`config.mk`:
```
export PLATFORM = sky130hd
export DESIGN_NAME = chip8_instruction_execute_core
export DESIGN_NICKNAME = d
export VERILOG_FILES = /design/src/rtl/c8ie_pkg.sv /design/src/rtl/c8ie_ram.sv /design/src/rtl/c8ie_exec.sv /design/src/rtl/chip8_instruction_execute_core.sv
export VERILOG_INCLUDE_DIRS = /design/src /design/src/rtl
export SDC_FILE = /design/constraint.sdc
export NUM_CORES = 1
export LEC_CHECK = 0
export BUFFER_PORTS_ARGS = -buffer_cell sky130_fd_sc_hd__buf_4
export CAP_MARGIN = 20
export CORE_AREA = 2 2 194 196
export CTS_CLUSTER_SIZE = 8
export DETAILED_ROUTE_END_ITERATION = 8
export DIE_AREA = 0 0 196 198
export PLACE_DENSITY = 0.74
export SYNTH_ARGS = -nofsm -noshare
export SYNTH_HDL_FRONTEND = slang
export SYNTH_SLANG_ARGS = --single-unit
```
`constraint.sdc`:
```
create_clock -name i_clk -period 5.47 [get_ports i_clk]
set_input_delay 0.547 -clock i_clk [delete_from_list [all_inputs] [get_ports i_clk]]
set_output_delay 0.547 -clock i_clk [all_outputs]
set_load 0.02 [all_outputs]
```
`src/rtl/chip8_instruction_execute_core_assert.svh`:
```
// Assertion macros for the execute core.
// Simulation builds get concurrent assertions; synthesis builds get nothing.
`ifndef CHIP8_INSTRUCTION_EXECUTE_CORE_ASSERT_SVH
`define CHIP8_INSTRUCTION_EXECUTE_CORE_ASSERT_SVH

`ifndef SYNTHESIS

// Checked at every rising edge outside reset.
`define C8IE_ASSERT(label, clk, rst_n, prop, msg) \
    label: assert property (@(posedge clk) disable iff (!rst_n) prop) else $error(msg);

// Checked at every rising edge, reset included.
`define C8IE_ASSERT_ALWAYS(label, clk, prop, msg) \
    label: assert property (@(posedge clk) prop) else $error(msg);

`else

`define C8IE_ASSERT(label, clk, rst_n, prop, msg)
`define C8IE_ASSERT_ALWAYS(label, clk, prop, msg)

`endif

`endif

```
`src/rtl/c8ie_pkg.sv`:
```
package c8ie_pkg;

    // Fault codes reported with each result.
    typedef enum logic [1:0] {
        FAULT_NONE    = 2'd0,
        FAULT_UNKNOWN = 2'd1,
        FAULT_OVER    = 2'd2,
        FAULT_UNDER   = 2'd3
    } t_fault;

    // Opcode groups, taken from the top nibble of the instruction.
    localparam logic [3:0] OP_SYS     = 4'h0;
    localparam logic [3:0] OP_JP      = 4'h1;
    localparam logic [3:0] OP_CALL    = 4'h2;
    localparam logic [3:0] OP_SE_IMM  = 4'h3;
    localparam logic [3:0] OP_SNE_IMM = 4'h4;
    localparam logic [3:0] OP_SE_REG  = 4'h5;
    localparam logic [3:0] OP_LD_IMM  = 4'h6;
    localparam logic [3:0] OP_ADD_IMM = 4'h7;
    localparam logic [3:0] OP_ALU     = 4'h8;
    localparam logic [3:0] OP_SNE_REG = 4'h9;
    localparam logic [3:0] OP_LD_I    = 4'hA;

    // Function codes of the register ALU group.
    localparam logic [3:0] ALU_LD   = 4'h0;
    localparam logic [3:0] ALU_OR   = 4'h1;
    localparam logic [3:0] ALU_AND  = 4'h2;
    localparam logic [3:0] ALU_XOR  = 4'h3;
    localparam logic [3:0] ALU_ADD  = 4'h4;
    localparam logic [3:0] ALU_SUB  = 4'h5;
    localparam logic [3:0] ALU_SHR  = 4'h6;
    localparam logic [3:0] ALU_SUBN = 4'h7;
    localparam logic [3:0] ALU_SHL  = 4'hE;

    // Whole-word system instructions.
    localparam logic [15:0] INSTR_CLS = 16'h00E0;
    localparam logic [15:0] INSTR_RET = 16'h00EE;

    // Register index of the flag register and the program start address.
    localparam logic [3:0]  REG_VF   = 4'hF;
    localparam logic [11:0] PC_RESET = 12'h200;

    // Outcome of executing one instruction.
    typedef struct packed {
        logic [11:0] next_pc;
        logic        halted;
        t_fault      fault;
        logic        vx_write;
        logic [7:0]  vx_value;
        logic        vf_write;
        logic        vf_value;
        logic        i_write;
        logic [11:0] i_value;
        logic        push;
        logic        pop;
        logic [11:0] ret_addr;
    } t_exec;

endpackage

```
`src/rtl/c8ie_ram.sv`:
```
module c8ie_ram #(
    parameter int WIDTH = 8,
    parameter int DEPTH = 16
) (
    input  logic                                         i_clk,
    input  logic                                         i_we,
    input  logic [((DEPTH > 1) ? $clog2(DEPTH) : 1)-1:0] i_waddr,
    input  logic [WIDTH-1:0]                             i_wdata,
    input  logic [((DEPTH > 1) ? $clog2(DEPTH) : 1)-1:0] i_raddr,
    output logic [WIDTH-1:0]                             o_rdata
);

    logic [WIDTH-1:0] r_mem [DEPTH];
    logic [WIDTH-1:0] r_rdata;

    // One write port and one registered read port; a read of the address
    // being written returns the new data.
    always_ff @(posedge i_clk) begin
        if (i_we) begin
            r_mem[i_waddr] <= i_wdata;
        end
        if (i_we && (i_waddr == i_raddr)) begin
            r_rdata <= i_wdata;
        end else begin
            r_rdata <= r_mem[i_raddr];
        end
    end

    assign o_rdata = r_rdata;

endmodule

```
`src/rtl/c8ie_exec.sv`:
```
module c8ie_exec (
    input  logic [15:0]    i_instruction,
    input  logic [7:0]     i_vx,
    input  logic [7:0]     i_vy,
    input  logic [11:0]    i_pc,
    input  logic [11:0]    i_tos,
    input  logic           i_stack_empty,
    input  logic           i_stack_full,
    input  logic           i_halted,
    output c8ie_pkg::t_exec o_res
);

    import c8ie_pkg::*;

    logic [3:0]  group;
    logic [3:0]  func;
    logic [7:0]  nn;
    logic [11:0] nnn;
    logic [11:0] pc2;
    logic [11:0] pc4;
    logic [8:0]  sum;
    t_exec       res;

    assign group = i_instruction[15:12];
    assign func  = i_instruction[3:0];
    assign nn    = i_instruction[7:0];
    assign nnn   = i_instruction[11:0];
    assign pc2   = i_pc + 12'd2;
    assign pc4   = i_pc + 12'd4;
    assign sum   = {1'b0, i_vx} + {1'b0, i_vy};

    // Decode and execute; a fault cancels every effect but the halt.
    always_comb begin
        res          = '0;
        res.next_pc  = pc2;
        res.fault    = FAULT_NONE;
        res.i_value  = nnn;
        res.ret_addr = pc2;
        if (i_halted) begin
            res.next_pc = i_pc;
            res.halted  = 1'b1;
        end else begin
            unique case (group)
                OP_SYS: begin
                    if (i_instruction == INSTR_CLS) begin
                        // No display: clearing the screen does nothing.
                    end else if (i_instruction == INSTR_RET) begin
                        if (i_stack_empty) begin
                            res.fault = FAULT_UNDER;
                        end else begin
                            res.pop     = 1'b1;
                            res.next_pc = i_tos;
                        end
                    end else begin
                        res.fault = FAULT_UNKNOWN;
                    end
                end
                OP_JP: begin
                    res.next_pc = nnn;
                end
                OP_CALL: begin
                    if (i_stack_full) begin
                        res.fault = FAULT_OVER;
                    end else begin
                        res.push    = 1'b1;
                        res.next_pc = nnn;
                    end
                end
                OP_SE_IMM: begin
                    if (i_vx == nn) res.next_pc = pc4;
                end
                OP_SNE_IMM: begin
                    if (i_vx != nn) res.next_pc = pc4;
                end
                OP_SE_REG: begin
                    if (i_vx == i_vy) res.next_pc = pc4;
                end
                OP_LD_IMM: begin
                    res.vx_write = 1'b1;
                    res.vx_value = nn;
                end
                OP_ADD_IMM: begin
                    res.vx_write = 1'b1;
                    res.vx_value = i_vx + nn;
                end
                OP_ALU: begin
                    res.vx_write = 1'b1;
                    unique case (func)
                        ALU_LD:  res.vx_value = i_vy;
                        ALU_OR:  res.vx_value = i_vx | i_vy;
                        ALU_AND: res.vx_value = i_vx & i_vy;
                        ALU_XOR: res.vx_value = i_vx ^ i_vy;
                        ALU_ADD: begin
                            res.vx_value = sum[7:0];
                            res.vf_write = 1'b1;
                            res.vf_value = sum[8];
                        end
                        ALU_SUB: begin
                            res.vx_value = i_vx - i_vy;
                            res.vf_write = 1'b1;
                            res.vf_value = (i_vx >= i_vy);
                        end
                        ALU_SHR: begin
                            res.vx_value = {1'b0, i_vx[7:1]};
                            res.vf_write = 1'b1;
                            res.vf_value = i_vx[0];
                        end
                        ALU_SUBN: begin
                            res.vx_value = i_vy - i_vx;
                            res.vf_write = 1'b1;
                            res.vf_value = (i_vy >= i_vx);
                        end
                        ALU_SHL: begin
                            res.vx_value = {i_vx[6:0], 1'b0};
                            res.vf_write = 1'b1;
                            res.vf_value = i_vx[7];
                        end
                        default: begin
                            res.vx_write = 1'b0;
                            res.fault    = FAULT_UNKNOWN;
                        end
                    endcase
                end
                OP_SNE_REG: begin
                    if (i_vx != i_vy) res.next_pc = pc4;
                end
                OP_LD_I: begin
                    res.i_write = 1'b1;
                end
                default: begin
                    res.fault = FAULT_UNKNOWN;
                end
            endcase

            if (res.fault != FAULT_NONE) begin
                res.next_pc  = i_pc;
                res.halted   = 1'b1;
                res.vx_write = 1'b0;
                res.vx_value = '0;
                res.vf_write = 1'b0;
                res.vf_value = 1'b0;
                res.i_write  = 1'b0;
                res.push     = 1'b0;
                res.pop      = 1'b0;
            end
        end
    end

    assign o_res = res;

endmodule

```
`src/rtl/chip8_instruction_execute_core.sv`:
```
// Channel   | Direction | Handshake           | Payload
// ----------+-----------+---------------------+--------------------------------------
// request   | in        | i_valid / o_stall   | i_instruction
// result    | out       | o_valid / i_stall   | o_next_pc, o_halted, o_fault, o_vx_*,
//           |           |                     | o_vf_*, o_index_value
//
// One request enters per cycle while o_stall is low. The accepting edge loads the
// input register and the register file and stack RAM reads; the execute logic
// then writes the result register and the machine state as the execute stage fires.
// Reset is synchronous and active low; no clearing pass is needed, the register
// file has per-entry valid bits and the stack RAM is only read where written.
// A stalled result holds the execute stage, and the input register then stalls
// the request side; a result register that is being taken does not stall.
`include "chip8_instruction_execute_core_assert.svh"

module chip8_instruction_execute_core #(
    parameter int STACK_DEPTH = 16
) (
    input  logic        i_clk,
    input  logic        i_rst_n,
    input  logic        i_valid,
    output logic        o_stall,
    input  logic [15:0] i_instruction,
    output logic        o_valid,
    input  logic        i_stall,
    output logic [11:0] o_next_pc,
    output logic        o_halted,
    output logic [1:0]  o_fault,
    output logic        o_vx_write,
    output logic [3:0]  o_vx_index,
    output logic [7:0]  o_vx_value,
    output logic        o_vf_write,
    output logic        o_vf_value,
    output logic [11:0] o_index_value
);

    import c8ie_pkg::*;

    localparam int AW  = (STACK_DEPTH > 1) ? $clog2(STACK_DEPTH) : 1;
    localparam int SPW = $clog2(STACK_DEPTH + 1);
    localparam logic [SPW-1:0] SP_FULL = SPW'(STACK_DEPTH);

    // Pipeline control.
    logic        r_in_valid;
    logic [15:0] r_instr;
    logic [15:0] n_instr;
    logic        r_out_valid;
    logic        in_acc;
    logic        exec_fire;

    // Machine state.
    logic [11:0]    r_pc;
    logic [11:0]    r_index;
    logic [7:0]     r_vf;
    logic [15:0]    r_vld;
    logic [SPW-1:0] r_sp;
    logic [SPW-1:0] n_sp;
    logic [11:0]    r_tos;
    logic           r_halt;

    // Result register.
    logic [11:0] r_next_pc;
    logic        r_halted;
    logic [1:0]  r_fault;
    logic        r_vx_write;
    logic [3:0]  r_vx_index;
    logic [7:0]  r_vx_value;
    logic        r_vf_write;
    logic        r_vf_value;

    // Execute stage signals.
    logic [3:0]  x_idx;
    logic [3:0]  y_idx;
    logic [7:0]  rd_x;
    logic [7:0]  rd_y;
    logic [7:0]  val_x;
    logic [7:0]  val_y;
    logic [11:0] stk_rdata;
    logic        rf_we;
    logic        stk_we;
    logic        do_write;
    t_exec       res;

    assign exec_fire = r_in_valid && (!r_out_valid || !i_stall);
    assign o_stall   = r_in_valid && !exec_fire;
    assign in_acc    = i_valid && !o_stall;
    assign n_instr   = in_acc ? i_instruction : r_instr;

    assign x_idx = r_instr[11:8];
    assign y_idx = r_instr[7:4];

    // Register file: V0..VE in two RAM copies (one per read port), VF in flops.
    assign do_write = exec_fire && !r_halt && (res.fault == FAULT_NONE);
    assign rf_we    = do_write && res.vx_write && (x_idx != REG_VF);

    c8ie_ram #(.WIDTH(8), .DEPTH(16)) u_rf_x (
        .i_clk   (i_clk),
        .i_we    (rf_we),
        .i_waddr (x_idx),
        .i_wdata (res.vx_value),
        .i_raddr (n_instr[11:8]),
        .o_rdata (rd_x)
    );

    c8ie_ram #(.WIDTH(8), .DEPTH(16)) u_rf_y (
        .i_clk   (i_clk),
        .i_we    (rf_we),
        .i_waddr (x_idx),
        .i_wdata (res.vx_value),
        .i_raddr (n_instr[7:4]),
        .o_rdata (rd_y)
    );

    // An entry never written reads as zero.
    assign val_x = (x_idx == REG_VF) ? r_vf : (r_vld[x_idx] ? rd_x : 8'd0);
    assign val_y = (y_idx == REG_VF) ? r_vf : (r_vld[y_idx] ? rd_y : 8'd0);

    // Return stack: the top entry lives in r_tos, the ones below in RAM.
    // The read port always presents the entry just below the top.
    always_comb begin
        n_sp = r_sp;
        if (do_write && res.push) begin
            n_sp = r_sp + SPW'(1);
        end else if (do_write && res.pop) begin
            n_sp = r_sp - SPW'(1);
        end
    end

    assign stk_we = do_write && res.push && (r_sp != '0);

    c8ie_ram #(.WIDTH(12), .DEPTH(STACK_DEPTH)) u_stack (
        .i_clk   (i_clk),
        .i_we    (stk_we),
        .i_waddr (AW'(r_sp - SPW'(1))),
        .i_wdata (r_tos),
        .i_raddr (AW'(n_sp - SPW'(2))),
        .o_rdata (stk_rdata)
    );

    c8ie_exec u_exec (
        .i_instruction (r_instr),
        .i_vx          (val_x),
        .i_vy          (val_y),
        .i_pc          (r_pc),
        .i_tos         (r_tos),
        .i_stack_empty (r_sp == '0),
        .i_stack_full  (r_sp == SP_FULL),
        .i_halted      (r_halt),
        .o_res         (res)
    );

    // Input register and result valid.
    always_ff @(posedge i_clk) begin
        if (!i_rst_n) begin
            r_in_valid  <= 1'b0;
            r_out_valid <= 1'b0;
        end else begin
            if (in_acc) begin
                r_in_valid <= 1'b1;
            end else if (exec_fire) begin
                r_in_valid <= 1'b0;
            end
            if (exec_fire) begin
                r_out_valid <= 1'b1;
            end else if (!i_stall) begin
                r_out_valid <= 1'b0;
            end
        end
    end

    always_ff @(posedge i_clk) begin
        r_instr <= n_instr;
    end

    // Machine state update.
    always_ff @(posedge i_clk) begin
        if (!i_rst_n) begin
            r_pc    <= PC_RESET;
            r_index <= '0;
            r_vf    <= '0;
            r_vld   <= '0;
            r_sp    <= '0;
            r_tos   <= '0;
            r_halt  <= 1'b0;
        end else begin
            if (exec_fire && res.halted) begin
                r_halt <= 1'b1;
            end
            if (do_write) begin
                r_pc <= res.next_pc;
                r_sp <= n_sp;
                if (res.i_write) begin
                    r_index <= res.i_value;
                end
                if (rf_we) begin
                    r_vld[x_idx] <= 1'b1;
                end
                // The flag write wins over a data write to VF.
                if (res.vf_write) begin
                    r_vf <= {7'd0, res.vf_value};
                end else if (res.vx_write && (x_idx == REG_VF)) begin
                    r_vf <= res.vx_value;
                end
                if (res.push) begin
                    r_tos <= res.ret_addr;
                end else if (res.pop) begin
                    r_tos <= stk_rdata;
                end
            end
        end
    end

    // Result register.
    always_ff @(posedge i_clk) begin
        if (exec_fire) begin
            r_next_pc  <= res.next_pc;
            r_halted   <= res.halted;
            r_fault    <= res.fault;
            r_vx_write <= res.vx_write;
            r_vx_index <= res.vx_write ? x_idx : 4'd0;
            r_vx_value <= res.vx_value;
            r_vf_write <= res.vf_write;
            r_vf_value <= res.vf_value;
        end
    end

    assign o_valid       = r_out_valid;
    assign o_next_pc     = r_next_pc;
    assign o_halted      = r_halted;
    assign o_fault       = r_fault;
    assign o_vx_write    = r_vx_write;
    assign o_vx_index    = r_vx_index;
    assign o_vx_value    = r_vx_value;
    assign o_vf_write    = r_vf_write;
    assign o_vf_value    = r_vf_value;
    assign o_index_value = r_index;

    // Once halted, the machine stays halted until reset.
    `C8IE_ASSERT(a_halt_sticky, i_clk, i_rst_n, r_halt |=> r_halt, "halt flag cleared")
    // A reported fault always comes with the halted status.
    `C8IE_ASSERT(a_fault_halts, i_clk, i_rst_n, (o_valid && (o_fault != FAULT_NONE)) |-> o_halted, "fault without halt")
    // A flag write only ever accompanies a register write.
    `C8IE_ASSERT(a_vf_with_vx, i_clk, i_rst_n, (o_valid && o_vf_write) |-> o_vx_write, "flag write alone")
    // A call grows the stack by exactly one entry.
    `C8IE_ASSERT(a_push_count, i_clk, i_rst_n, (do_write && res.push) |=> (r_sp == ($past(r_sp) + SPW'(1))), "stack count slip")
    // The stack count never passes the depth.
    `C8IE_ASSERT(a_sp_bound, i_clk, i_rst_n, r_sp <= SP_FULL, "stack count beyond depth")

endmodule
```
==> results of run 1 <==
metrics by stage:
stage | util, % | instance area [um^2] | power [mW]
2_1_floorplan | - | 21700 | 4.05
3_3_place_gp | 62.5 | 23100 | 4.22
3_5_place_dp | 62.5 | 23100 | 4.23
4_1_cts | 67.3 | 24900 | 7.71
5_1_grt | 67.4 | 24900 | 7.91
6_report | 67.4 | 24900 | 7.69
worst max-delay path, stage by stage (launching register included):
cell,delay [ns]
edfxtp_1,0.37
buf_12,0.25
mux4_2,0.53
a22o_1,0.27
or2_4,0.34
and3_1,0.20
a21oi_1,0.17
inv_1,0.12
ha_1,0.43
or4_1,0.61
o21ai_0,0.18
a21oi_1,0.14
a2111oi_2,0.48
a211oi_1,0.14
o41ai_2,0.32
o21ai_1,0.13
mux2_2,0.31
per-layer routing:
layer | part of all wire (%) | global-route usage [%] | vias up
met5 | 0 | 0 | -
li1 | - | - | 6353
met2 | 46 | 48.1 | 1018
met1 | 40 | 45.4 | 7435
met3 | 9.9 | 5.14 | 178
met4 | 3.7 | 12.6 | 0
state kept, by name, indices dropped and copies added, names as in the netlist, 2 cells and up, named ones only:
register       count
r_instr           16
u_stack.r_mem    192
o_index_value     12
o_next_pc         12
o_vx_value         8
r_pc              12
r_vld             16
r_tos             12
o_vx_index         4
o_fault            2
u_rf_y.r_mem     128
r_vf               8
r_sp               5
worst max path at each step:
stage / startpoint / end / slack, ns / cells past startpoint
floorplan: r_instr[4] / o_next_pc[2] / 0.44 / 17
global placement: r_instr[8] / u_rf_y.r_mem[7][6] / 0.31 / 15
detailed placement: r_instr[8] / u_rf_y.r_mem[7][6] / 0.23 / 15
CTS: r_instr[8] / u_rf_y.r_mem[15][6] / 0.18 / 15
global route: r_instr[8] / o_next_pc[2] / -0.03 / 16
finish: r_instr[8] / o_next_pc[2] / 0.20 / 16
cell families after synthesis:
group | count (synthesis)
AO/OA/AOI/OAI | 294
XOR/XNOR | 32
adder cells (fa/ha/maj) | 51
buffers and inverters | 137
flip-flops | 438
multiplexers | 178
other | 1
AND/OR/NAND/NOR | 417
what timing repair did:
action,CTS,global route
buffers inserted,0,0
resized for setup,0,1
setup endpoints to repair,0,35
power by group:
group	internal (mW)	switching (mW)	leakage (nW)	total, mW
registers	3.62	0.0521	4.45	3.67
logic	0.206	0.296	3.84	0.502
clock network	2.13	1.39	0.847	3.52
cell type report:
cell class	instances	area share, %
tap	474	2.38
multi-input combinational	980	35.2
timing repair buffer	147	4.58
clock inverter	3	0.171
sequential	438	50.0
inverter	44	0.664
clock buffer	112	7.03
layout by cell type, fill, tap and decap left out, types with 23 or more instances in the layout:
master       n
ha_1        47
mux4_2     143
edfxtp_1   366
dfxtp_1     70
and2_1      36
nor3_1      26
a211oi_1    23
a21oi_1     53
clkbuf_1    49
nand3_1     29
nand2_1     73
buf_4      144
clkbuf_16   62
inv_1       41
o21ai_0     49
mux2i_1     27
nor2_1     142
==> results.sh, run 1 <==
export IMPL_min_period_ns=5.27
export IMPL_clkLatencyLatePin_ns=0.62
export IMPL_cts_tree="done"
export IMPL_antenna_found_initial=0
export IMPL_hold_depth=1
export IMPL_seq_area_mm2=0.0124
export IMPL_die_w_um=196
export IMPL_finalSetupTns_ns=0
export IMPL_grt_pass1_wl_um=90500
export IMPL_grt_overflow_total=0
export IMPL_drt_iter0_drc=1870
export IMPL_placed_cells=2083
export IMPL_synthXorXnorAreaFrac_pct=1.29
export IMPL_hold_viol=0
export IMPL_synthMuxAreaShare_pct=16.5
export IMPL_crit_type="reg -> reg"
export IMPL_yosysTopAreaCell="edfxtp_1"
export IMPL_synth_top_area_share_pct=50.6
export IMPL_hold_end="r_instr[1]"
export IMPL_grtUsageTotal_pct=31.4
export IMPL_fmax_mhz=190
export IMPL_async_flop_share_pct=0
export IMPL_slew_violations=0
export IMPL_vias=15000
export IMPL_io_pins=64
export IMPL_synth_fa_ha_area_share_pct=3.08
export IMPL_leakage_nw=9.14
export IMPL_wire_per_inst_um=27.3
export IMPL_wl_um=60100
export IMPL_cts_root_buffer="clkbuf_16"
export IMPL_synthTopCellsByCount="edfxtp_1 (366), mux4_2 (143), nor2_1 (143), nand2_1 (73), dfxtp_1 (72)"
export IMPL_synth_top_family_by_area="multiplexers"
export IMPL_first_pass_iters=8
export IMPL_grt_pass1_vias=14600
export IMPL_drive_gt1_share_pct=22.8
export IMPL_num_rows=71
export IMPL_end_kind="flop"
export IMPL_worstSetupStartpointType="flop"
export IMPL_via_per_inst=6.82
export IMPL_fin_crit_sh_pct=96.4
export IMPL_syn_inst=1548
export IMPL_synth_top_flop_cell="edfxtp_1"
export IMPL_synth_cell_types=93
export IMPL_cts_sinks=438
export IMPL_hold_class="in -> reg"
export IMPL_worst_pin_slew_ns=1.12
export IMPL_cts_htree_levels=2
export IMPL_reg2reg_slack_ns=0.20
export IMPL_dieArea_mm2=0.0388
export IMPL_ctsLongestPathBuffers=3
export IMPL_hold_buffers=0
export IMPL_start_util_pct=58.7
export IMPL_peakVddDrop_uv=252
export IMPL_final_cells=2198
export IMPL_synth_compound_area_share_pct=9.50
export IMPL_die_h_um=198
export IMPL_crit_required_ns=5.82
export IMPL_rr_worst_depth=16
export IMPL_r2r_end="o_next_pc[2]"
export IMPL_synth_simple_area_share_pct=9.72
export IMPL_drv_cap=0
export IMPL_maxSlewHeadroom_pct=24.6
export IMPL_avgSynthCellArea_um2=14.0
export IMPL_numPortBuffers=63
export IMPL_syn_cell_area_mm2=0.0217
export IMPL_finalSetupViolCount=0
export IMPL_core_area_mm2=0.0370
export IMPL_fillers=2506
export IMPL_ys_seq_area_share_pct=57.3
export IMPL_skew_ns=0.0213
export IMPL_numCtsBuffers=61
export IMPL_status="complete, no violations"
export IMPL_synthTopCellsByArea="edfxtp_1 (51%), mux4_2 (15%), dfxtp_1 (6.6%)"
export IMPL_area_growth_pct=14.7
export IMPL_ys_warnings_count=0
export IMPL_multi_input_area_mm2=0.00876
export IMPL_clk_pin_slew_worst_paths_ns=0.06
export IMPL_place_ws_ns=0.226
export IMPL_gp_congestion=0.984
export IMPL_p_per_area_mw_per_mm2=309
export IMPL_ant_nets=0
export IMPL_fin_nets=1743
export IMPL_worst_hold_slack_ns=0.117
export IMPL_arrival_ns=5.62
export IMPL_min_from="i_instruction[1]"
export IMPL_drc_errors=0
export IMPL_synth_ff_latch_count=438
export IMPL_worstPathMaxFanout=31
export IMPL_hpwl_um=39600
export IMPL_yosysMostFrequentCell="edfxtp_1"
export IMPL_rsz0062_at_grt="yes"
export IMPL_grt_max_degree=49
export IMPL_synth_edff_count=366
export IMPL_r2r_start="r_instr[8]"
export IMPL_worst_slack_ns=0.198
export IMPL_antenna_cells=0
No activity file was read; power rests on OpenSTA's default activity.
==> run 2, diff against run 1 <==
CORE_AREA = 2 2 231 233   (was 2 2 194 196)
DIE_AREA = 0 0 233 235   (was 0 0 196 198)
PLACE_DENSITY = 0.55   (was 0.74)
==> run 2 against run 1 <==
Net effect:
- via count down 3.6%
- non-clock buffer count up 8
- power up 0.33%
- combinational power up 1%
- first-iteration DRC count down 23%
- routed wire length up 3.7%
- critical endpoint is now o_vx_value[4]
- highest routed layer unchanged
- worst setup slack better by 0.062 ns
- die area up 41%
- final area up 1.6%
- register-to-register slack better by 0.06 ns
==> results.sh, run 2 (same netlist as run 1, synthesis figures left out) <==
export IMPL_leakage_nw=9.20
export IMPL_finalSetupViolCount=0
export IMPL_worstSetupStartpointType="flop"
export IMPL_end_kind="flop"
export IMPL_peakVddDrop_uv=218
export IMPL_maxSlewHeadroom_pct=30.6
export IMPL_rsz0062_at_grt="no"
export IMPL_crit_type="reg -> reg"
export IMPL_fin_nets=1751
export IMPL_hold_viol=0
export IMPL_antenna_found_initial=1
export IMPL_ant_nets=0
export IMPL_cts_sinks=438
export IMPL_num_rows=84
export IMPL_start_util_pct=41.6
export IMPL_die_w_um=233
export IMPL_via_per_inst=5.96
export IMPL_arrival_ns=5.44
export IMPL_drv_cap=0
export IMPL_antenna_cells=0
export IMPL_largest_reg_flops=192
export IMPL_skew_ns=0.0401
export IMPL_finish_utilization_pct=48.4
export IMPL_final_cells=2421
export IMPL_grt_pass1_vias=14700
export IMPL_finalSetupTns_ns=0
export IMPL_area_growth_pct=16.5
export IMPL_ctsLongestPathBuffers=3
export IMPL_grt_pass1_wl_um=93700
export IMPL_vias=14400
export IMPL_min_period_ns=5.21
export IMPL_hold_class="in -> reg"
export IMPL_drc_errors=0
export IMPL_mostFrequentLayoutCell="edfxtp_1"
export IMPL_crit_required_ns=5.70
export IMPL_die_h_um=235
export IMPL_drive_gt1_share_pct=23.3
export IMPL_worstPathMaxFanout=36
export IMPL_hpwl_um=42200
export IMPL_numPortBuffers=63
export IMPL_clk_pin_slew_worst_paths_ns=0.05
export IMPL_fin_crit_sh_pct=95.2
export IMPL_reg_largest_list="u_stack.r_mem: 192 flops, u_rf_y.r_mem: 128 flops"
export IMPL_cts_root_buffer="clkbuf_16"
export IMPL_status="complete, no violations"
export IMPL_grt_overflow_total=0
export IMPL_p_per_area_mw_per_mm2=305
export IMPL_wire_per_inst_um=25.7
export IMPL_fmax_mhz=192
export IMPL_wl_um=62300
export IMPL_placed_cells=2301
export IMPL_first_pass_iters=6
export IMPL_clkLatencyLatePin_ns=0.63
export IMPL_final_cell_mix="edfxtp_1 (366), buf_4 (148), nor2_1 (143), mux4_2 (143), nand2_1 (73)"
export IMPL_slew_violations=0
export IMPL_top_register="u_stack.r_mem"
export IMPL_io_pins=64
export IMPL_worst_pin_slew_ns=1.04
export IMPL_drt_iter0_drc=1432
export IMPL_cts_tree="done"
export IMPL_cts_htree_levels=2
export IMPL_core_area_mm2=0.0522
export IMPL_gp_congestion=0.936
export IMPL_grtUsageTotal_pct=22.9
export IMPL_grt_max_degree=49
export IMPL_hold_buffers=0
export IMPL_numCtsBuffers=61
export IMPL_dieArea_mm2=0.0548
-- run 2: metrics by stage --
stage                     power, mW  hold slack [ns]  worst slack, ns  area, um^2
final                          7.72            0.126            0.260       25300
after global routing           7.97            0.105           0.0548       25300
after CTS                      7.80           0.0974            0.245       25200
after detailed placement       4.24            0.476            0.251       23400
after global placement         4.24            0.461            0.360       23400
after floorplan                4.05            0.442            0.440       21700
-- run 2: layer usage --
| metal | share of wire, % | GRT usage [%] | vias up |
|---|---|---|---|
| met3 | 6.7 | 4.22 | 117 |
| met1 | 45 | 33.4 | 7419 |
| met2 | 45 | 35.0 | 538 |
| met5 | 0 | 0 | - |
| li1 | - | - | 6365 |
| met4 | 2.7 | 6.99 | 0 |
-- run 2: path summary, 6_finish.rpt --
| kind | start | cells past startpoint | slack [ns] | end |
|---|---|---|---|---|
| setup / recovery | r_instr[4] | 17 | 0.26 | o_vx_value[4] |
| hold / removal | i_instruction[0] | 1 | 0.13 | r_instr[0] |
| setup reg to reg | r_instr[4] | 17 | 0.26 | o_vx_value[4] |
| hold reg to reg | r_in_valid | 2 | 0.49 | o_valid |
-- run 2: layout make-up --
cell class              count  area, um^2
clock buffers             111        1710
clock inverters             5        90.1
fillers                  4530       27000
inverters                  44         165
multi-input cells         980        8770
flip-flops and latches    438       12400
well taps                 688         861
repair buffers            155        1250
-- run 2: critical path, stage by stage (launching register included) --
cell and delay (ns):
edfxtp_1 0.37, buf_12 0.30, mux4_2 0.54, mux4_2 0.54, nor2b_1 0.21, a21o_1 0.21
inv_1 0.09, ha_1 0.18, inv_1 0.07, fa_1 0.42, nor2b_1 0.14, o21bai_1 0.18
and2_1 0.20, a211o_1 0.14, a31oi_1 0.09, a221oi_1 0.49, a31oi_1 0.16, o21a_1 0.45
-- run 2: what timing repair did --
action | CTS | global route
endpoints found under the hold margin | 0 | 0
setup buffers | 0 | 2
resized for setup | 0 | 2
endpoints found under the setup margin | 0 | 37
-- run 2: power by group --
group          total, mW  switching, mW  internal (mW)
Clock               3.54           1.40           2.14
Sequential          3.67         0.0533           3.62
Combinational      0.508          0.298          0.210
